File: config.mk
export PLATFORM = sky130hd
export DESIGN_NAME = multi_stack_shared_array_core_flat
export DESIGN_NICKNAME = d
export VERILOG_FILES = /design/src/design/mssa_pkg.sv /design/src/design/mssa_in_if.sv /design/src/design/mssa_out_if.sv /design/src/design/mssa_ram.sv /design/src/design/mssa_ctrl.sv /design/src/design/mssa_dp.sv /design/src/design/multi_stack_shared_array_core.sv /design/src/flat_wrapper.sv
export SDC_FILE = /design/constraint.sdc
export NUM_CORES = 1
export LEC_CHECK = 0
export BUFFER_PORTS_ARGS = -buffer_cell sky130_fd_sc_hd__buf_4
export CAP_MARGIN = 10
export CORE_ASPECT_RATIO = 1.5
export CORE_UTILIZATION = 55
export CTS_BUF_LIST = sky130_fd_sc_hd__clkbuf_16
export DETAILED_ROUTE_END_ITERATION = 6
export PLACE_DENSITY = 0.75
export SLEW_MARGIN = 40
export SYNTH_ARGS = -nofsm -noshare
export SYNTH_HDL_FRONTEND = slang
export SYNTH_SLANG_ARGS = --single-unit
File: constraint.sdc
create_clock -name i_clk -period 5.59 [get_ports i_clk]
set_clock_uncertainty 0.2 [all_clocks]
set_input_delay 0.8385 -clock i_clk [delete_from_list [all_inputs] [get_ports i_clk]]
set_output_delay 0.8385 -clock i_clk [all_outputs]
set_load 0.05 [all_outputs]
File: src/design/mssa_pkg.sv
`default_nettype none

package mssa_pkg;

    // Field widths of the item channels and the configuration register.
    localparam int MODE_W   = 2;
    localparam int INDEX_W  = 3;
    localparam int DATA_W   = 32;
    localparam int STATUS_W = 2;
    localparam int FILL_W   = 5;
    localparam int CFG_W    = 4;

    // Operation codes.
    localparam logic [MODE_W-1:0] MODE_PUSH = 2'd0;
    localparam logic [MODE_W-1:0] MODE_POP  = 2'd1;
    localparam logic [MODE_W-1:0] MODE_PEEK = 2'd2;

    // Result status codes.
    localparam logic [STATUS_W-1:0] ST_OK     = 2'd0;
    localparam logic [STATUS_W-1:0] ST_FULL   = 2'd1;
    localparam logic [STATUS_W-1:0] ST_EMPTY  = 2'd2;
    localparam logic [STATUS_W-1:0] ST_BADIDX = 2'd3;

    // Controller states.
    typedef enum logic [1:0] {
        S_IDLE,
        S_EXEC,
        S_LOAD
    } t_state;

    // Commands from the controller to the datapath.
    typedef struct packed {
        logic capture;
        logic exec;
        logic load;
    } t_cmd;

    // Status from the datapath to the controller.
    typedef struct packed {
        logic out_valid;
    } t_stat;

endpackage

`default_nettype wire

File: src/design/mssa_in_if.sv
`default_nettype none

interface mssa_in_if;
    logic                                    valid;
    logic                                    ready;
    logic        [mssa_pkg::MODE_W-1:0]      mode;
    logic        [mssa_pkg::INDEX_W-1:0]     stack_index;
    logic signed [mssa_pkg::DATA_W-1:0]      push_value;

    modport source (output valid, output mode, output stack_index, output push_value,
                    input ready);
    modport sink   (input valid, input mode, input stack_index, input push_value,
                    output ready);
endinterface

`default_nettype wire

File: src/design/mssa_out_if.sv
`default_nettype none

interface mssa_out_if;
    logic                                    valid;
    logic                                    ready;
    logic signed [mssa_pkg::DATA_W-1:0]      data_out;
    logic        [mssa_pkg::STATUS_W-1:0]    status;
    logic        [mssa_pkg::FILL_W-1:0]      fill_count;

    modport source (output valid, output data_out, output status, output fill_count,
                    input ready);
    modport sink   (input valid, input data_out, input status, input fill_count,
                    output ready);
endinterface

`default_nettype wire

File: src/design/mssa_ram.sv
`default_nettype none

module mssa_ram #(
    parameter int WIDTH = 32,
    parameter int DEPTH = 16
) (
    input  wire logic                     i_clk,
    input  wire logic                     i_wr_en,
    input  wire logic [$clog2(DEPTH)-1:0] i_wr_addr,
    input  wire logic [WIDTH-1:0]         i_wr_data,
    input  wire logic                     i_rd_en,
    input  wire logic [$clog2(DEPTH)-1:0] i_rd_addr,
    output logic      [WIDTH-1:0]         o_rd_data
);

    logic [WIDTH-1:0] r_mem [DEPTH];

    // One write port and one registered read port.
    always_ff @(posedge i_clk) begin
        if (i_wr_en) begin
            r_mem[i_wr_addr] <= i_wr_data;
        end
        if (i_rd_en) begin
            o_rd_data <= r_mem[i_rd_addr];
        end
    end

endmodule

`default_nettype wire

File: src/design/mssa_ctrl.sv
`default_nettype none

module mssa_ctrl (
    input  wire logic            i_clk,
    input  wire logic            i_rst_n,
    input  wire logic            i_in_valid,
    input  wire logic            i_out_ready,
    input  wire mssa_pkg::t_stat i_stat,
    output logic                 o_in_ready,
    output mssa_pkg::t_cmd       o_cmd
);

    mssa_pkg::t_state r_state;
    mssa_pkg::t_state n_state;
    logic             w_out_free;

    // The output register can take a new result when empty or being drained.
    assign w_out_free = !i_stat.out_valid || i_out_ready;

    // State register.
    always_ff @(posedge i_clk) begin
        if (!i_rst_n) begin
            r_state <= mssa_pkg::S_IDLE;
        end else begin
            r_state <= n_state;
        end
    end

    // Next state.
    always_comb begin
        n_state = r_state;
        case (r_state)
            mssa_pkg::S_IDLE: begin
                if (i_in_valid) begin
                    n_state = mssa_pkg::S_EXEC;
                end
            end
            mssa_pkg::S_EXEC: begin
                n_state = mssa_pkg::S_LOAD;
            end
            mssa_pkg::S_LOAD: begin
                if (w_out_free) begin
                    n_state = mssa_pkg::S_IDLE;
                end
            end
            default: begin
                n_state = mssa_pkg::S_IDLE;
            end
        endcase
    end

    // Outputs.
    always_comb begin
        o_in_ready    = 1'b0;
        o_cmd.capture = 1'b0;
        o_cmd.exec    = 1'b0;
        o_cmd.load    = 1'b0;
        case (r_state)
            mssa_pkg::S_IDLE: begin
                o_in_ready    = 1'b1;
                o_cmd.capture = i_in_valid;
            end
            mssa_pkg::S_EXEC: begin
                o_cmd.exec = 1'b1;
            end
            mssa_pkg::S_LOAD: begin
                o_cmd.load = w_out_free;
            end
            default: begin
                o_in_ready = 1'b0;
            end
        endcase
    end

endmodule

`default_nettype wire

File: src/design/mssa_dp.sv
`default_nettype none

module mssa_dp #(
    parameter int DEPTH      = 16,
    parameter int MAX_STACKS = 8
) (
    input  wire logic                              i_clk,
    input  wire logic                              i_rst_n,
    input  wire logic                              i_cfg_we,
    input  wire logic [mssa_pkg::CFG_W-1:0]        i_cfg_data,
    input  wire mssa_pkg::t_cmd                    i_cmd,
    input  wire logic [mssa_pkg::MODE_W-1:0]       i_mode,
    input  wire logic [mssa_pkg::INDEX_W-1:0]      i_stack_index,
    input  wire logic [mssa_pkg::DATA_W-1:0]       i_push_value,
    input  wire logic                              i_out_ready,
    output mssa_pkg::t_stat                        o_stat,
    output logic                                   o_out_valid,
    output logic      [mssa_pkg::DATA_W-1:0]       o_data_out,
    output logic      [mssa_pkg::STATUS_W-1:0]     o_status,
    output logic      [mssa_pkg::FILL_W-1:0]       o_fill_count
);

    localparam int AW = $clog2(DEPTH);
    localparam int FW = $clog2(DEPTH + 1);
    localparam int KW = (MAX_STACKS > 1) ? $clog2(MAX_STACKS) : 1;
    localparam int CW = mssa_pkg::CFG_W;
    localparam int BW = FW + mssa_pkg::INDEX_W;
    localparam int PW = FW + CW;

    // Segment size for each stack count a 4-bit register can name.
    localparam logic [FW-1:0] SEG_TAB [16] = '{
        FW'(DEPTH),      FW'(DEPTH / 1),  FW'(DEPTH / 2),  FW'(DEPTH / 3),
        FW'(DEPTH / 4),  FW'(DEPTH / 5),  FW'(DEPTH / 6),  FW'(DEPTH / 7),
        FW'(DEPTH / 8),  FW'(DEPTH / 9),  FW'(DEPTH / 10), FW'(DEPTH / 11),
        FW'(DEPTH / 12), FW'(DEPTH / 13), FW'(DEPTH / 14), FW'(DEPTH / 15)
    };

    // Configuration state.
    logic [CW-1:0] r_num;
    logic [FW-1:0] r_seg;
    logic [FW-1:0] r_last_cap;
    logic [FW-1:0] r_fill [MAX_STACKS];

    // Captured item.
    logic [mssa_pkg::MODE_W-1:0]  r_mode;
    logic [mssa_pkg::INDEX_W-1:0] r_k;
    logic [mssa_pkg::DATA_W-1:0]  r_val;

    // Result of the execute step.
    logic                          r_rd;
    logic [mssa_pkg::STATUS_W-1:0] r_res_status;
    logic [mssa_pkg::FILL_W-1:0]   r_res_fill;

    // Output register.
    logic                          r_out_valid;
    logic [mssa_pkg::DATA_W-1:0]   r_out_data;
    logic [mssa_pkg::STATUS_W-1:0] r_out_status;
    logic [mssa_pkg::FILL_W-1:0]   r_out_fill;

    logic [CW-1:0]                 w_cfg_n;
    logic [FW-1:0]                 w_cfg_seg;
    logic [PW-1:0]                 w_cfg_used;
    logic [FW-1:0]                 w_cfg_last;

    logic [KW-1:0]                 w_idx;
    logic [CW-1:0]                 w_k_ext;
    logic                          w_bad;
    logic [FW-1:0]                 w_fill;
    logic [FW-1:0]                 w_cap;
    logic [BW-1:0]                 w_base;
    logic [AW-1:0]                 w_push_addr;
    logic [AW-1:0]                 w_top_addr;
    logic                          w_wr;
    logic                          w_rd;
    logic                          w_upd;
    logic [FW-1:0]                 w_new_fill;
    logic [mssa_pkg::STATUS_W-1:0] w_status;
    logic [FW-1:0]                 w_res_fill;
    logic [mssa_pkg::DATA_W-1:0]   w_rd_data;

    // Clamp the written stack count and derive the segment sizes.
    always_comb begin
        w_cfg_n = i_cfg_data;
        if (w_cfg_n == '0) begin
            w_cfg_n = CW'(1);
        end else if (int'(w_cfg_n) > MAX_STACKS) begin
            w_cfg_n = CW'(MAX_STACKS);
        end
        w_cfg_seg  = SEG_TAB[w_cfg_n];
        w_cfg_used = PW'(w_cfg_n - CW'(1)) * PW'(w_cfg_seg);
        w_cfg_last = FW'(PW'(DEPTH) - w_cfg_used);
    end

    // Address the stack and decide the operation.
    always_comb begin
        w_idx       = KW'(r_k);
        w_k_ext     = CW'(r_k);
        w_bad       = (w_k_ext >= r_num);
        w_fill      = r_fill[w_idx];
        w_cap       = ((w_k_ext + CW'(1)) < r_num) ? r_seg : r_last_cap;
        w_base      = BW'(r_k) * BW'(r_seg);
        w_push_addr = AW'(w_base + BW'(w_fill));
        w_top_addr  = AW'(w_base + BW'(w_fill) - BW'(1));
        w_wr        = 1'b0;
        w_rd        = 1'b0;
        w_upd       = 1'b0;
        w_new_fill  = w_fill;
        w_status    = mssa_pkg::ST_OK;
        w_res_fill  = w_fill;
        if (w_bad) begin
            w_status   = mssa_pkg::ST_BADIDX;
            w_res_fill = '0;
        end else begin
            case (r_mode)
                mssa_pkg::MODE_PUSH: begin
                    if (w_fill >= w_cap) begin
                        w_status = mssa_pkg::ST_FULL;
                    end else begin
                        w_wr       = 1'b1;
                        w_upd      = 1'b1;
                        w_new_fill = w_fill + FW'(1);
                        w_res_fill = w_new_fill;
                    end
                end
                mssa_pkg::MODE_POP, mssa_pkg::MODE_PEEK: begin
                    if (w_fill == '0) begin
                        w_status = mssa_pkg::ST_EMPTY;
                    end else begin
                        w_rd = 1'b1;
                        if (r_mode == mssa_pkg::MODE_POP) begin
                            w_upd      = 1'b1;
                            w_new_fill = w_fill - FW'(1);
                            w_res_fill = w_new_fill;
                        end
                    end
                end
                default: begin
                    w_status = mssa_pkg::ST_OK;
                end
            endcase
        end
    end

    // Shared word store.
    mssa_ram #(
        .WIDTH (mssa_pkg::DATA_W),
        .DEPTH (DEPTH)
    ) u_ram (
        .i_clk     (i_clk),
        .i_wr_en   (i_cmd.exec && w_wr),
        .i_wr_addr (w_push_addr),
        .i_wr_data (r_val),
        .i_rd_en   (i_cmd.exec && w_rd),
        .i_rd_addr (w_top_addr),
        .o_rd_data (w_rd_data)
    );

    // Configuration and fill counts.
    always_ff @(posedge i_clk) begin
        if (!i_rst_n) begin
            r_num      <= CW'(1);
            r_seg      <= FW'(DEPTH);
            r_last_cap <= FW'(DEPTH);
            for (int i = 0; i < MAX_STACKS; i++) begin
                r_fill[i] <= '0;
            end
        end else if (i_cfg_we) begin
            r_num      <= w_cfg_n;
            r_seg      <= w_cfg_seg;
            r_last_cap <= w_cfg_last;
            for (int i = 0; i < MAX_STACKS; i++) begin
                r_fill[i] <= '0;
            end
        end else if (i_cmd.exec && w_upd) begin
            r_fill[w_idx] <= w_new_fill;
        end
    end

    // Item capture and execute results.
    always_ff @(posedge i_clk) begin
        if (i_cmd.capture) begin
            r_mode <= i_mode;
            r_k    <= i_stack_index;
            r_val  <= i_push_value;
        end
        if (i_cmd.exec) begin
            r_rd         <= w_rd;
            r_res_status <= w_status;
            r_res_fill   <= mssa_pkg::FILL_W'(w_res_fill);
        end
    end

    // Output register.
    always_ff @(posedge i_clk) begin
        if (!i_rst_n) begin
            r_out_valid <= 1'b0;
        end else if (i_cmd.load) begin
            r_out_valid <= 1'b1;
        end else if (i_out_ready) begin
            r_out_valid <= 1'b0;
        end
    end

    always_ff @(posedge i_clk) begin
        if (i_cmd.load) begin
            r_out_data   <= r_rd ? w_rd_data : '0;
            r_out_status <= r_res_status;
            r_out_fill   <= r_res_fill;
        end
    end

    assign o_stat.out_valid = r_out_valid;
    assign o_out_valid      = r_out_valid;
    assign o_data_out       = r_out_data;
    assign o_status         = r_out_status;
    assign o_fill_count     = r_out_fill;

endmodule

`default_nettype wire

File: src/design/multi_stack_shared_array_core.sv
// Several LIFO stacks sharing one word store of DEPTH words.
// Input channel i_in carries one item per operation: mode (push, pop, peek),
// stack_index and push_value. Output channel o_out returns exactly one result
// item per input item: data_out, status and fill_count of the addressed stack.
// i_cfg_we with i_cfg_data writes the stack count; a write recomputes the
// segment sizes from a constant table and empties every stack. Write it only
// while no item is in flight.
// An item passes through capture, execute (fill count lookup, address
// multiply and add, one store access), then load of the output register
// after the registered store read. The block takes no new item on i_in
// until the current one has been loaded into the output register.
// The output register holds a finished result while the next item is
// accepted; a stall on o_out that lasts until the next item reaches its
// load step holds the block there and keeps i_in.ready low until the
// result is taken.
// Synchronous active-low reset empties all stacks, sets one stack of DEPTH
// words and clears the output valid. Stored words are not cleared.
`default_nettype none

module multi_stack_shared_array_core #(
    parameter int DEPTH      = 16,
    parameter int MAX_STACKS = 8
) (
    input  wire logic                       i_clk,
    input  wire logic                       i_rst_n,
    input  wire logic                       i_cfg_we,
    input  wire logic [mssa_pkg::CFG_W-1:0] i_cfg_data,
    mssa_in_if.sink                         i_in,
    mssa_out_if.source                      o_out
);

    mssa_pkg::t_cmd  w_cmd;
    mssa_pkg::t_stat w_stat;

    // Controller.
    mssa_ctrl u_ctrl (
        .i_clk       (i_clk),
        .i_rst_n     (i_rst_n),
        .i_in_valid  (i_in.valid),
        .i_out_ready (o_out.ready),
        .i_stat      (w_stat),
        .o_in_ready  (i_in.ready),
        .o_cmd       (w_cmd)
    );

    // Datapath.
    mssa_dp #(
        .DEPTH      (DEPTH),
        .MAX_STACKS (MAX_STACKS)
    ) u_dp (
        .i_clk         (i_clk),
        .i_rst_n       (i_rst_n),
        .i_cfg_we      (i_cfg_we),
        .i_cfg_data    (i_cfg_data),
        .i_cmd         (w_cmd),
        .i_mode        (i_in.mode),
        .i_stack_index (i_in.stack_index),
        .i_push_value  (i_in.push_value),
        .i_out_ready   (o_out.ready),
        .o_stat        (w_stat),
        .o_out_valid   (o_out.valid),
        .o_data_out    (o_out.data_out),
        .o_status      (o_out.status),
        .o_fill_count  (o_out.fill_count)
    );

`ifndef ASSERT_OFF
    // After an item is accepted the block is busy with it.
    a_busy_after_accept: assert property (@(posedge i_clk) disable iff (!i_rst_n)
        (i_in.valid && i_in.ready) |=> !i_in.ready)
        else $error("input accepted while an item was in execution");

    // A new result never overwrites one that is still waiting.
    a_no_overwrite: assert property (@(posedge i_clk) disable iff (!i_rst_n)
        w_cmd.load |-> (!o_out.valid || o_out.ready))
        else $error("output register overwritten");

    // A bad index or an empty stack reports no data and no entries.
    a_error_zero: assert property (@(posedge i_clk) disable iff (!i_rst_n)
        (o_out.valid && (o_out.status == mssa_pkg::ST_BADIDX ||
                         o_out.status == mssa_pkg::ST_EMPTY))
        |-> (o_out.data_out == '0 && o_out.fill_count == '0))
        else $error("error result carries data or a fill count");

    // A result is loaded once its item has passed execute, unless o_out stalls.
    a_load_timing: assert property (@(posedge i_clk) disable iff (!i_rst_n)
        (i_in.valid && i_in.ready) |=> ##1 w_cmd.load || !(!o_out.valid || o_out.ready))
        else $error("result not loaded after execute");
`endif

endmodule

`default_nettype wire
File: src/flat_wrapper.sv
// flat-port wrapper written by rule: the top's interface ports become plain ports
module multi_stack_shared_array_core_flat 
#(
    parameter int DEPTH      = 16,
    parameter int MAX_STACKS = 8
)
  (i_clk, i_rst_n, i_cfg_we, i_cfg_data, i_in_valid, i_in_mode, i_in_stack_index, i_in_push_value, i_in_ready, o_out_valid, o_out_data_out, o_out_status, o_out_fill_count, o_out_ready);
  mssa_in_if i_in_i ();
  mssa_out_if o_out_i ();
  input  wire logic i_clk;
  input  wire logic i_rst_n;
  input  wire logic i_cfg_we;
  input  wire logic [mssa_pkg::CFG_W-1:0] i_cfg_data;
  input wire logic [$bits(i_in_i.valid)-1:0] i_in_valid;
  input wire logic [$bits(i_in_i.mode)-1:0] i_in_mode;
  input wire logic [$bits(i_in_i.stack_index)-1:0] i_in_stack_index;
  input wire logic [$bits(i_in_i.push_value)-1:0] i_in_push_value;
  output wire logic [$bits(i_in_i.ready)-1:0] i_in_ready;
  output wire logic [$bits(o_out_i.valid)-1:0] o_out_valid;
  output wire logic [$bits(o_out_i.data_out)-1:0] o_out_data_out;
  output wire logic [$bits(o_out_i.status)-1:0] o_out_status;
  output wire logic [$bits(o_out_i.fill_count)-1:0] o_out_fill_count;
  input wire logic [$bits(o_out_i.ready)-1:0] o_out_ready;
  assign i_in_i.valid = i_in_valid;
  assign i_in_i.mode = i_in_mode;
  assign i_in_i.stack_index = i_in_stack_index;
  assign i_in_i.push_value = i_in_push_value;
  assign i_in_ready = i_in_i.ready;
  assign o_out_valid = o_out_i.valid;
  assign o_out_data_out = o_out_i.data_out;
  assign o_out_status = o_out_i.status;
  assign o_out_fill_count = o_out_i.fill_count;
  assign o_out_i.ready = o_out_ready;
  multi_stack_shared_array_core #(.DEPTH(DEPTH), .MAX_STACKS(MAX_STACKS)) u_core (.i_clk(i_clk), .i_rst_n(i_rst_n), .i_cfg_we(i_cfg_we), .i_cfg_data(i_cfg_data), .i_in(i_in_i), .o_out(o_out_i));
endmodule
**Word level (Yosys, flattened, before mapping)**

Memory sizes are Yosys's and may differ from the RTL's. A register that Yosys moved wholly into a read port is not among the register bits.
Cells that the tools add are included.

- Memory bits (read-only): 80
- Word-level logic and storage cells: 113
- Bits in registers: 101
- Memories kept: 3
- Bits in latches: 0
- Bits in writable memories: 552

- Shifts and indexed selects: 0
- Add/subtract/negate cells: 7
- Multiplexer cells: 54
- Equal/unequal tests: 6
- Bitwise gates (word level): 9
- Reduce and logical (&&, ||, !) cells: 13
- Multipliers: 2
- Div/mod/pow operators: 0
- Magnitude comparators: 5

Memory list:

| memory | depth | width | read ports | clocked after Yosys merged registers in | wr ports | RTL line | RTL |
|---|---|---|---|---|---|---|---|
| u_core.u_dp.u_ram.r_mem | 16 | 32 | 1 | 1 | 1 | mssa_ram.sv:16 | `logic [WIDTH-1:0] r_mem [DEPTH];` |
| (no name shown) | 16 | 5 | 1 | 0 | 0 | mssa_dp.sv:89 | `w_cfg_seg = SEG_TAB[w_cfg_n];` |
| u_core.u_dp.r_fill | 8 | 5 | 1 | 1 | 8 | mssa_dp.sv:42 | `logic [FW-1:0] r_fill [MAX_STACKS];` |

Operators by type and width:

| operator | count |
|---|---|
| $mux 5 | 16 |
| $mux 1 | 27 |
| $pmux 5 s2 | 1 |
| $mux 4 | 2 |
| $or 1x1->1 | 8 |
| $mul 5x6->5 | 1 |
| $mux 2 | 3 |
| $mux 3 | 2 |
| $pmux 2 s3 | 1 |
| $add 5x1->5 const B | 1 |
| $ge 5x5->1 | 1 |
| $ge 5x5->1 const B | 1 |
| $logic_not 5->1 | 1 |
| $mul 3x5->4 | 1 |
| $not 4->5 | 1 |
| $reduce_or 5->1 | 1 |
| $sub 4x1->5 const B | 1 |
| $sub 5x1->5 const B | 1 |
| $sub 5x5->5 const A | 1 |
| $add 3x1->4 const B | 1 |
| $add 4x4->4 | 1 |
| $eq 2x1->1 const B | 2 |
| $eq 2x2->1 const B | 2 |
| $ge 3x4->1 | 1 |
| other kinds (14) | 18 |

**Depth between registers and ports, before layout**

Gate-level depths: netlist (run 1).

- Word-level depth: 14
- Mapped depth: 21
- Gate-level depth less buffers: 21

**Modules after synthesis**

From an unflattened synthesis (run 1), not the netlist that was laid out.

- Cells, all modules: 1367
- Area, all modules: 27081.0 µm²

Modules (own cells, without submodules):

| module | cells an instance | area an instance (µm²) | instances |
|---|---|---|---|
| mssa_ram | 838 | 20155.6 | 1 |
| mssa_dp | 519 | 6821.5 | 1 |
| mssa_ctrl | 10 | 103.8 | 1 |

**Least setup slack after synthesis (run 1)**

No wires, ideal clock.

- Kind: register to register
- Start point: register u_core.u_dp.r_k[1] (netlist bit)
- End point: memory u_core.u_dp.u_ram.r_mem[0][0], enable pin
- Data required time: 4.969 ns
- Setup slack: -0.303 ns
- Buffers on the path: 0
- Cell stages (with the launch flop): 15
- Clock period less this slack: 5.893 ns
- Arrival: 5.272 ns
- Path through: edfxtp_1 ha_1 ha_1 nor2b_1 o21ai_0 nand2b_1 a21oi_1 mux2_2 ha_1 nand2b_1 a31oi_1 o21ai_0 a2111oi_0 nand2_1 nor2_1

- Longest elaborated chain between the ends: 10

Ends and longest elaborated chain:

| item | RTL line | RTL |
|---|---|---|
| start: declaration | mssa_dp.sv:46 | `logic [mssa_pkg::INDEX_W-1:0] r_k;` |
| start signal: assignment | mssa_dp.sv:183 | `r_k <= i_stack_index;` |
| $add 3x1->4 | mssa_dp.sv:100 | `w_cap = ((w_k_ext + CW'(1)) < r_num) ? r_seg : r_last_cap;` |
| $lt 4x4->1 | mssa_dp.sv:100 |  |
| $mux 5 | mssa_dp.sv:100 |  |
| $ge 5x5->1 | mssa_dp.sv:116 | `if (w_fill >= w_cap) begin` |
| $mux 1 | mssa_dp.sv:116 |  |
| $mux 1 | mssa_dp.sv:114 | `case (r_mode)` |
| $mux 1 | mssa_dp.sv:110 | `if (w_bad) begin` |
| $logic_and 1x1->1 | mssa_dp.sv:150 | `.i_wr_en (i_cmd.exec && w_wr),` |
| $mux 1 | mssa_ram.sv:20 | `if (i_wr_en) begin` |
| $mux 1 (implied by the code) | mssa_ram.sv:21 | `r_mem[i_wr_addr] <= i_wr_data;` |
| end: declaration | mssa_ram.sv:16 |  |

Several ways; a longest one is shown, not always the timed one.

==> results of run 1 <==
## final timing paths
check                                                                from                                  endpoint  slack, ps  cells past startpoint
worst max-delay path                                             register  u_core.u_dp.u_ram.o_rd_data[6]$_DFFE_PP_        490                     14
worst min register to register  u_core.u_dp.r_res_status[1]$_SDFFCE_PP1N_         u_core.u_dp.o_status[1]$_DFFE_PP_        220                      0
worst max register to register                                   register  u_core.u_dp.u_ram.o_rd_data[6]$_DFFE_PP_        490                     14
worst min-delay path                                   i_in_push_value[8]            u_core.u_dp.r_val[8]$_DFFE_PP_        200                      1
## registers in the layout (all words and copies together) (netlist names), named ones only
signal / flops
u_core.u_dp.u_ram.r_mem: 512
u_core.u_dp.r_fill: 40
u_core.u_dp.o_data_out: 32
u_core.u_dp.r_val: 32
u_core.u_dp.u_ram.o_rd_data: 32
u_core.u_dp.o_fill_count: 5
u_core.u_dp.r_last_cap: 5
u_core.u_dp.r_res_fill: 5
u_core.u_dp.r_seg: 5
u_core.u_dp.r_num: 4
u_core.u_dp.r_k: 3
u_core.u_ctrl.r_state: 2
u_core.u_dp.o_status: 2
u_core.u_dp.r_mode: 2
u_core.u_dp.r_res_status: 2
u_core.u_dp.o_out_valid: 1
u_core.u_dp.r_rd: 1
## through the flow
stage / total power [mW] / setup slack [ps] / hold slack (ps) / setup TNS, ps
2_1_floorplan: 7.80 / -303 / 200 / -149570
3_3_place_gp: 8.36 / 659 / 214 / 0
3_5_place_dp: 8.45 / 473 / 209 / 0
4_1_cts: 12.4 / 481 / 167 / 0
5_1_grt: 12.7 / 255 / 169 / 0
6_report: 12.3 / 486 / 197 / 0
## where the power goes
part | internal, mW | switching [mW] | total, mW
combinational | 1.13 | 1.28 | 2.41
sequential | 5.82 | 0.0922 | 5.91
clock | 2.17 | 1.77 | 3.94
## synth_stat cells, types with 3 or more instances
| master | instances |
|---|---|
| buf_4 | 4 |
| a211oi_1 | 7 |
| and2_1 | 42 |
| fa_1 | 6 |
| mux4_2 | 134 |
| buf_6 | 6 |
| a21oi_1 | 32 |
| and3_1 | 7 |
| dfxtp_1 | 20 |
| mux2i_1 | 117 |
| or2_2 | 4 |
| nand2_1 | 44 |
| ha_1 | 39 |
| nor3_1 | 5 |
| o2111ai_1 | 9 |
| nor2_1 | 50 |
| o21ai_0 | 14 |
| mux2_2 | 3 |
| buf_2 | 4 |
| a22oi_1 | 4 |
| inv_1 | 34 |
| nand2b_1 | 13 |
| nand3_1 | 7 |
| a21o_1 | 4 |
| clkbuf_1 | 39 |
| o21bai_1 | 3 |
| nor2b_1 | 15 |
| xnor2_1 | 8 |
| a31oi_1 | 3 |
| xor2_1 | 6 |
| buf_1 | 7 |
| edfxtp_1 | 668 |
## critical path: stages, from the launching register on
cell and delay [ps]:
dfxtp_1 620, mux4_2 560, mux2i_1 250, inv_1 130
ha_1 300, ha_1 130, inv_1 50, fa_1 440
xor2_1 210, xnor3_2 440, xor2_4 290, xnor3_4 640
buf_12 250, mux2i_1 190, mux2i_1 120
## layout make-up
class	count	area (µm²)	share of cell area, %
multi-input combinational	617	6940	22.0
clock buffer	58	1450	4.60
clock inverter	45	404	1.28
timing repair buffer	140	1320	4.18
tap	663	830	2.63
inverter	36	135	0.429
sequential	688	20500	64.9
## per-layer routing
layer | wire (µm) | up-vias | GRT usage (%)
met5 | 0 | - | 0
met4 | 2240 | 0 | 9.71
met3 | 3210 | 138 | 2.83
met2 | 30900 | 519 | 41.0
met1 | 21900 | 7026 | 29.6
li1 | - | 5895 | -
## cell families (layout without fill, tap and decap cells)
family / after synthesis / after routing / share of synthesized area (%)
DFF: 688 / 688 / 74.0
buffers and inverters: 96 / 279 / 1.54
and+or+nand+nor: 196 / 196 / 3.59
adders and majority gates: 45 / 45 / 2.20
other: 1 / 1 / 0.0136
AOI/OAI and AO/OA: 102 / 102 / 2.56
muxes: 255 / 255 / 15.3
xor gates and xnor gates: 18 / 18 / 0.792
==> summary.md, run 1 <==
| Metric | Value |
|---|---|
| Status | `completed` |
| Synth-to-Final Area Change | `14.0%` |
| DR vias | `13600` |
| Critical Path Sink Type | `register` |
| Post-Route Utilization | `63.5%` |
| Worst hold path class | `primary input to register` |
| Peak supply drop | `0.302 mV` |
| Die Area | `51200 µm²` |
| All-Layer GR Usage | `23.5%` |
| Synth Cell Area | `27700 µm²` |
| Post-synth ARST share | `0%` |
| Root Buffer | `clkbuf_16` |
| Net Count, Synth | `1492` |
| Lkg Pwr | `10.7 nW` |
| CTS tree | `yes` |
| Post-synth EDFFs | `668` |
| H-Tree Depth | `2` |
| Commonest non-fill, non-tap cell in the layout | `edfxtp_1` |
| Vias in the first global route | `14300` |
| Final nets | `1632` |
| Die height | `277 µm` |
| First-pass GRT wire length | `87300 µm` |
| Largest area contributor in the netlist | `edfxtp_1` |
| Hpwl dp | `33100 µm` |
| Seq/Total Area, Yosys | `74.0%` |
| Max-cap violation count | `0` |
| Worst-skew pair later-pin latency | `600 ps` |
| Share of the synthesized area in the top cell type | `72.5%` |
| Count of final setup violators | `0` |
| Placed Cells | `2144` |
| Seq cells post-synth | `688` |
| Slew headroom | `45.3%` |
| Post-route DRC | `0` |
| Layout cell share with drive strength beyond 1 | `24.9%` |
| Port Buf Inserts | `86` |
| Initial core utilization | `55.7%` |
| Most frequent cells in the layout | `edfxtp_1, mux4_2, buf_4` |
| Final non-filler cell total | `2247` |
| Routed WL per cell | `25.9 µm` |
| Antenna violations before repair | `0` |
| Core Box Area | `49700 µm²` |
| Largest net degree at the start of global routing | `104` |
| Cell area after placement | `29700 µm²` |
| # clock sinks | `688` |
| Largest cells by area after synthesis | `edfxtp_1, mux4_2, mux2i_1, ha_1, dfxtp_1` |
| Fin crit period | `5100 ps` |
| Crit Path Class | `register to register` |
| Power Density | `389 nW/µm²` |
| Ys Warns | `0` |
| Die X | `185 µm` |
| Distinct cells, synth | `63` |
| CP arrival | `5240 ps` |
| Critical path launch point type | `register` |
| Cell area after layout | `31500 µm²` |
| Final wirelength | `58200 µm` |
| Ant diodes | `0` |
| CTS clk-pin slew, worst paths | `60 ps` |
| Worst-margin pin slew | `820 ps` |
| Global placer's final weighted congestion | `0.894` |
| Main synth FF type | `edfxtp_1` |
| Final period util | `91.3%` |
| Fillers | `3282` |
| Initial DRT Pass Iterations | `5` |
| CTS Hold Bufs | `0` |
| Grt total ovfl | `0` |
| WP data required | `5720 ps` |
| Via density | `6.04` |
| CTS Buffer Depth | `3` |
| CTS buffer count | `58` |
| # IOs | `87` |
| DR iter-0 viols | `1031` |
| Slew Limit Fails | `0` |
| Syn Inst Count | `1401` |
| PostCTS Resize Cnt | `0` |
| Unrepaired setup endpoints after global routing | `false` |
| # rows | `100` |
| Hold Fails Final Rpt | `0` |
| CP max FO | `15` |
| Detail Route Antenna Nets | `0` |
| Mean Syn Cell Area | `19.7 µm²` |
| Highest Clock Rate | `196 MHz` |
| Post-CTS setup buffer count | `0` |
No activity file was read; power rests on OpenSTA's default activity.
==> run 2: changes to the inputs <==
--- a/config.mk
+++ b/config.mk
@@ -7,11 +7,13 @@
 export LEC_CHECK = 0
 export BUFFER_PORTS_ARGS = -buffer_cell sky130_fd_sc_hd__buf_4
 export CAP_MARGIN = 10
+export CELL_PAD_IN_SITES_DETAIL_PLACEMENT = 0
+export CELL_PAD_IN_SITES_GLOBAL_PLACEMENT = 2
 export CORE_ASPECT_RATIO = 1.5
-export CORE_UTILIZATION = 55
+export CORE_UTILIZATION = 44
 export CTS_BUF_LIST = sky130_fd_sc_hd__clkbuf_16
 export DETAILED_ROUTE_END_ITERATION = 6
-export PLACE_DENSITY = 0.75
+export PLACE_DENSITY_LB_ADDON = 0.1
 export SLEW_MARGIN = 40
 export SYNTH_ARGS = -nofsm -noshare
 export SYNTH_HDL_FRONTEND = slang
==> run 2 against run 1 <==
The flow now finishes with violations (DRC); non-clock buffer count is 10 higher; cell count grew 7.3%; sequential share of layout area fell by 1.3 points; count of clock-buffer cells in the layout rose by 13; die area up 25%; clock power up 14%; routed wire length grew 9.3%; final area up 2.1%; worst hold slack improved by 5.9 ps; combinational power is 2% higher; critical path depth grew 2; worst setup slack better by 78 ps; critical endpoint is now u_core.u_dp.u_ram.r_mem[0][12]$_DFFE_PP_.
==> summary.md, run 2 (synthesis results as in run 1) <==
| Metric | Value |
|---|---|
| CTS Buffer Depth | `3 (unchanged)` |
| Initial core utilization | `44.4% (-11 points)` |
| Peak supply drop | `0.316 mV (+4.8%)` |
| Storage cell area | `20500 µm² (unchanged)` |
| Initial DRT Pass Iterations | `7 (+2)` |
| Die height | `309 µm (+12%)` |
| Top cell family by delay on the critical path | `compound AO/OA/AOI/OAI gates` |
| Routed WL per cell | `26.4 µm (+1.9%)` |
| Die X | `207 µm (+12%)` |
| Hold slack | `203 ps (+5.86 ps)` |
| All-Layer GR Usage | `20.7% (-2.8 points)` |
| Fin crit period | `5030 ps (-78.1 ps)` |
| # IOs | `87 (unchanged)` |
| Count of final setup violators | `0 (unchanged)` |
| First-pass GRT wire length | `93600 µm (+7.1%)` |
| Synth-to-Final Area Change | `16.4%` |
| Setup ws final | `564 ps (+78.1 ps)` |
| Final non-filler cell total | `2410 (+7.3%)` |
| WP data required | `5660 ps (-60 ps)` |
| Crit-path max cell delay | `590 ps (-50 ps)` |
| Cell internal pwr | `9.53 mW (+4.5%)` |
| Failing checks | `DRC` |
| # clock sinks | `688 (unchanged)` |
| Final nets | `1652 (+1.2%)` |
| Top reg by flops | `u_core.u_dp.u_ram.r_mem` |
| Slew Limit Fails | `0 (unchanged)` |
| Highest Clock Rate | `199 MHz (+1.6%)` |
| Final wirelength | `63700 µm (+9.3%)` |
| Via density | `5.54 (-8.4%)` |
| CTS clk-pin slew, worst paths | `60 ps (about the same)` |
| DR iter-0 viols | `892 (-13%)` |
| Comb pwr share | `19.1% (-0.6 points)` |
| Worst-margin pin slew | `816 ps (-4.07 ps)` |
| Worst-skew pair later-pin latency | `620 ps (+20 ps)` |
| Antenna violations before repair | `2 (+2)` |
| CP max FO | `14 (-1)` |
| Hold Fails Final Rpt | `0 (unchanged)` |
| Root Buffer | `clkbuf_16` |
| Global placer's final weighted congestion | `0.794 (-11%)` |
| Unrepaired setup endpoints after global routing | `false` |
| Fillers | `5082 (+55%)` |
| Grt total ovfl | `0 (unchanged)` |
| Vias in the first global route | `14300 (+0.014%)` |
| Ant diodes | `0 (unchanged)` |
| Critical path launch point type | `register` |
| Commonest non-fill, non-tap cell in the layout | `edfxtp_1` |
| PostCTS Resize Cnt | `0 (unchanged)` |
| Power Density | `400 nW/µm² (+2.7%)` |
| Slew headroom | `45.5% (+0.21 points)` |
| Die Area | `63900 µm² (+25%)` |
| Switching Fraction | `25.9% (+0.27 points)` |
| Lkg Pwr | `10.9 nW (+2.3%)` |
| CP arrival | `5100 ps (-140 ps)` |
| Post-route DRC | `6 (+6)` |
| Final period util | `89.9% (-1.4 points)` |
| Placed Cells | `2289 (+6.8%)` |
| Detail Route Antenna Nets | `0 (unchanged)` |
| Max-cap violation count | `0 (unchanged)` |
| Post-CTS setup buffer count | `0 (unchanged)` |
| CTS buffer count | `68 (+17%)` |
| Most frequent cells in the layout | `edfxtp_1, mux4_2, buf_4` |
| CTS tree | `yes` |
| Clock network power share | `34.9% (+2.8 points)` |
| Core Box Area | `62200 µm² (+25%)` |
| Port Buf Inserts | `86 (unchanged)` |
| Hpwl dp | `37700 µm (+14%)` |
| Critical Path Sink Type | `register` |
| Max reg flops | `512 (unchanged)` |
| DR vias | `13300 (-1.7%)` |
| Switching pwr | `3.33 mW (+5.9%)` |
| Layout cell share with drive strength beyond 1 | `25.9% (+0.99 points)` |
| Largest net degree at the start of global routing | `63 (-39%)` |
| Status | `complete, but fails checks` |
| CP most frequent cell | `ha_1` |
| Worst path bufs/invs | `2 (-1)` |
| Worst hold path class | `primary input to register` |
| Post-Route Setup TNS | `0 ps (unchanged)` |
| CP Cell Sequence | `ha_1 > ha_1 > nor2b_1 > o21ai_0 > nand2b_1 > a21oi_1 > mux2_2 > ha_1 > nand2b_1 > a31oi_1 > o21ai_0 > a2111oi_0 > buf_4 > nand2_1 > nor2_4 > buf_4` |
| Post-Place Setup Slack | `502 ps (+29.6 ps)` |
| Seq pwr share | `46.0% (-2.2 points)` |
| Largest registers | `u_core.u_dp.u_ram.r_mem x512, u_core.u_dp.r_fill x40` |
| CTS Hold Bufs | `0 (unchanged)` |
| Multi-input combinational cell area | `6970 µm² (+0.40%)` |
| Slowest cell on crit path | `a2111oi_0` |
| Crit Path Class | `register to register` |
| # rows | `112 (+12%)` |
| H-Tree Depth | `3 (+1)` |
[run 2: final cells by class]
type,instances,area share (%)
sequential,688,63.6
multi-input combinational,617,21.6
clock buffer,71,5.52
timing repair buffer,150,4.53
tap,798,3.10
clock inverter,50,1.23
inverter,36,0.420
[run 2: per-layer routing]
metal | wire [µm] | GRT usage, % | vias up
li1 | - | - | 5944
met1 | 24700 | 24.5 | 7032
met2 | 35000 | 37.9 | 281
met3 | 2210 | 2.87 | 89
met4 | 1770 | 7.76 | 0
met5 | 0 | 0 | -
[run 2: worst paths after layout]
path | startpoint | end | slack, ps | cells past startpoint
worst max-delay path | u_core.u_dp.r_k[1]$_DFFE_PP_ | u_core.u_dp.u_ram.r_mem[0][12]$_DFFE_PP_ | 560 | 16
worst min-delay path | i_in_push_value[6] | u_core.u_dp.r_val[6]$_DFFE_PP_ | 200 | 1
worst min register to register | u_core.u_dp.r_res_fill[4]$_SDFFCE_PP0N_ | u_core.u_dp.o_fill_count[4]$_DFFE_PP_ | 220 | 0
worst max register to register | u_core.u_dp.r_k[1]$_DFFE_PP_ | u_core.u_dp.u_ram.r_mem[0][12]$_DFFE_PP_ | 560 | 16
[run 2: power groups by stage]
stage / sequential (mW) / clock, mW / combinational [mW]
after CTS: 5.92 / 4.60 / 2.54
after floorplan: 6.01 / 0 / 1.80
after detailed placement: 6.03 / 0 / 2.53
after global routing: 5.92 / 4.78 / 2.67
final: 5.91 / 4.48 / 2.46
after global placement: 6.02 / 0 / 2.51
[run 2: metrics by stage]
step	util, %	area, µm²	power (mW)
after CTS	51.7	32200	13.1
after floorplan	-	27700	7.80
after global placement	48.2	30000	8.53
after detailed placement	48.2	30000	8.56
after global routing	51.7	32200	13.4
final	51.7	32200	12.9
==> run 3: changes to the inputs <==
--- a/config.mk
+++ b/config.mk
@@ -13,7 +13,7 @@
 export CORE_UTILIZATION = 44
 export CTS_BUF_LIST = sky130_fd_sc_hd__clkbuf_16
 export DETAILED_ROUTE_END_ITERATION = 6
-export PLACE_DENSITY_LB_ADDON = 0.1
+export PLACE_DENSITY = 0.85
 export SLEW_MARGIN = 40
 export SYNTH_ARGS = -nofsm -noshare
 export SYNTH_HDL_FRONTEND = slang
==> run 3 against run 2 <==
Final area is 0.27% lower; maximum frequency is 2.1% lower; worst hold slack worse by 31 ps; global-route usage is 1.8 points lower; largest cell class unchanged; non-clock buffer count is 4 higher; flip-flop and latch count stayed put; the run still ends with DRC left; count of clock-buffer cells in the layout is 11 lower; sequential share of layout area is 0.17 points higher; power is 4.5% lower; via count is 0.54% higher.
==> summary.md, run 3 (synthesis results as in run 1) <==
| Metric | Value |
|---|---|
| Critical Path Sink Type | `register` |
| Detail Route Antenna Nets | `0 (unchanged)` |
| Largest registers | `u_core.u_dp.u_ram.r_mem x512, u_core.u_dp.r_fill x40` |
| Final nets | `1648 (-0.24%)` |
| Cell area after placement | `30200 µm² (+0.72%)` |
| CTS buffer count | `60 (-12%)` |
| Clock network power share | `32.4% (-2.5 points)` |
| Core Box Area | `62200 µm² (unchanged)` |
| Max-cap violation count | `0 (unchanged)` |
| WP data required | `5710 ps (+50 ps)` |
| Top cell family by delay on the critical path | `XOR/XNOR gates` |
| Die height | `309 µm (unchanged)` |
| Ant diodes | `0 (unchanged)` |
| Commonest non-fill, non-tap cell in the layout | `edfxtp_1` |
| DR iter-0 viols | `1048 (+17%)` |
| Count of final setup violators | `0 (unchanged)` |
| Switching pwr | `3.24 mW (-2.9%)` |
| Highest Clock Rate | `195 MHz (-2.1%)` |
| Failing checks | `DRC` |
| Cell internal pwr | `9.05 mW (-5.0%)` |
| Antenna violations before repair | `0 (-2)` |
| Comb pwr share | `19.5% (+0.4 points)` |
| Peak supply drop | `0.257 mV (-19%)` |
| Max reg flops | `512 (unchanged)` |
| PostCTS Resize Cnt | `0 (unchanged)` |
| CP Cell Sequence | `mux4_2 > mux2i_1 > inv_1 > ha_1 > ha_1 > inv_1 > fa_1 > xor2_1 > xnor3_2 > xor2_4 > xnor2_1 > nand2b_1 > nor2_4 > buf_12` |
| CTS Buffer Depth | `3 (unchanged)` |
| Status | `complete, but fails checks` |
| Via density | `5.58 (+0.83%)` |
| Worst-margin pin slew | `814 ps (-1.90 ps)` |
| Worst hold path class | `primary input to register` |
| H-Tree Depth | `2 (-1)` |
| Power Density | `383 nW/µm² (-4.2%)` |
| Largest net degree at the start of global routing | `73 (+16%)` |
| Initial DRT Pass Iterations | `7 (unchanged)` |
| First-pass GRT wire length | `88000 µm (-5.9%)` |
| Die Area | `63900 µm² (unchanged)` |
| Vias in the first global route | `14300 (-0.20%)` |
| Global placer's final weighted congestion | `0.807 (+1.7%)` |
| Post-route DRC | `3 (-3)` |
| Crit Path Class | `register to register` |
| DR vias | `13400 (+0.54%)` |
| Post-CTS setup buffer count | `0 (unchanged)` |
| Final wirelength | `58700 µm (-7.8%)` |
| Port Buf Inserts | `86 (unchanged)` |
| Overall power | `12.3 mW (-4.5%)` |
| Fin crit period | `5140 ps (+110 ps)` |
| Die X | `207 µm (unchanged)` |
| Grt total ovfl | `0 (unchanged)` |
| CP arrival | `5250 ps (+150 ps)` |
| Slew headroom | `45.8% (+0.24 points)` |
| CP max FO | `18 (+4)` |
| Lkg Pwr | `10.8 nW (-1.0%)` |
| CTS tree | `yes` |
| Root Buffer | `clkbuf_16` |
| # rows | `112 (unchanged)` |
| Unrepaired setup endpoints after global routing | `false` |
| Final period util | `91.9% (+2.0 points)` |
| Worst-skew pair later-pin latency | `640 ps (+20 ps)` |
| Initial core utilization | `44.4% (unchanged)` |
| Post-Route Utilization | `51.6% (-0.14 points)` |
| Hold Fails Final Rpt | `0 (unchanged)` |
| # IOs | `87 (unchanged)` |
| CTS Hold Bufs | `0 (unchanged)` |
| Critical path launch point type | `register` |
| CTS clk-pin slew, worst paths | `70 ps (about the same)` |
| Switching Fraction | `26.4% (+0.44 points)` |
| All-Layer GR Usage | `18.9% (-1.8 points)` |
| # clock sinks | `688 (unchanged)` |
| Slew Limit Fails | `0 (unchanged)` |
| Worst path bufs/invs | `3 (+1)` |
| Crit-path max cell delay | `620 ps (+30 ps)` |
| Layout cell share with drive strength beyond 1 | `26.2% (+0.30 points)` |
| Seq pwr share | `48.1% (+2.1 points)` |
| Top reg by flops | `u_core.u_dp.u_ram.r_mem` |
| Cell area after layout | `32100 µm² (-0.27%)` |
| Slowest cell on crit path | `dfxtp_1` |
| Routed WL per cell | `24.4 µm (-7.6%)` |
| Synth-to-Final Area Change | `16.1%` |
| Most frequent cells in the layout | `edfxtp_1, mux4_2, mux2i_1` |
| Hpwl dp | `35900 µm (-4.9%)` |
[run 3: cell count changes in the layout (fill, tap and decap cells not counted), sizes merged]
| cell | before | now |
|---|---|---|
| buf | 150 | 154 |
| bufinv | 6 | 3 |
| clkbuf | 71 | 60 |
| clkinv | 25 | 28 |
| clkinvlp | 2 | 9 |
| inv | 53 | 46 |
[run 3: final cells by class]
cell class	count	area, µm²
Fill cell	4882	30100
Sequential cell	688	20500
Multi-Input combinational cell	617	6950
Timing Repair Buffer	154	1680
Clock buffer	60	1500
Tap cell	798	998
Clock inverter	50	377
Inverter	36	135
[run 3: path summary, 6_finish.rpt]
| check | end | cells after the start | slack, ps | from |
|---|---|---|---|---|
| worst max-delay path | u_core.u_dp.u_ram.r_mem[6][23]$_DFFE_PP_ | 14 | 450 | register |
| worst min-delay path | u_core.u_dp.r_val[15]$_DFFE_PP_ | 1 | 170 | i_in_push_value[15] |
| worst max register to register | u_core.u_dp.u_ram.r_mem[6][23]$_DFFE_PP_ | 14 | 450 | register |
| worst min register to register | u_core.u_dp.o_status[1]$_DFFE_PP_ | 0 | 220 | u_core.u_dp.r_res_status[1]$_SDFFCE_PP1N_ |
[run 3: power groups by stage]
stage                     sequential, mW  combinational, mW  clock, mW
after detailed placement            6.03               2.43          0
after floorplan                     6.01               1.80          0
after CTS                           5.91               2.44       4.07
after global placement              6.02               2.38          0
after global routing                5.92               2.58       4.24
final                               5.91               2.39       3.98
[run 3: worst reg2reg max path: cells and delay by family, from the launching register on]
kind	cells	cell delay, ps
XOR/XNOR	4	1170
adder cells (fa/ha/maj)	3	880
buffers and inverters	3	440
flip-flops	1	620
multiplexers	2	950
AND/OR/NAND/NOR	2	590
[run 3: per-layer routing]
| layer | wire [µm] | share of wire, % | global-route usage (%) | up-vias |
|---|---|---|---|---|
| li1 | - | - | - | 5931 |
| met1 | 22300 | 38 | 22.5 | 7015 |
| met2 | 31900 | 54 | 34.3 | 350 |
| met3 | 2510 | 4.3 | 2.50 | 122 |
| met4 | 2050 | 3.5 | 7.42 | 0 |
| met5 | 0 | 0 | 0 | - |
[run 3: through the flow]
step / TNS (ps) / instances / hold slack [ps] / setup slack (ps)
final: 0 / 2403 / 172 / 454
after detailed placement: 0 / 2293 / 209 / 403
after global placement: 0 / 2293 / 209 / 418
after CTS: 0 / 2403 / 138 / 417
after global routing: 0 / 2403 / 146 / 199
after floorplan: -149570 / 1401 / 200 / -303
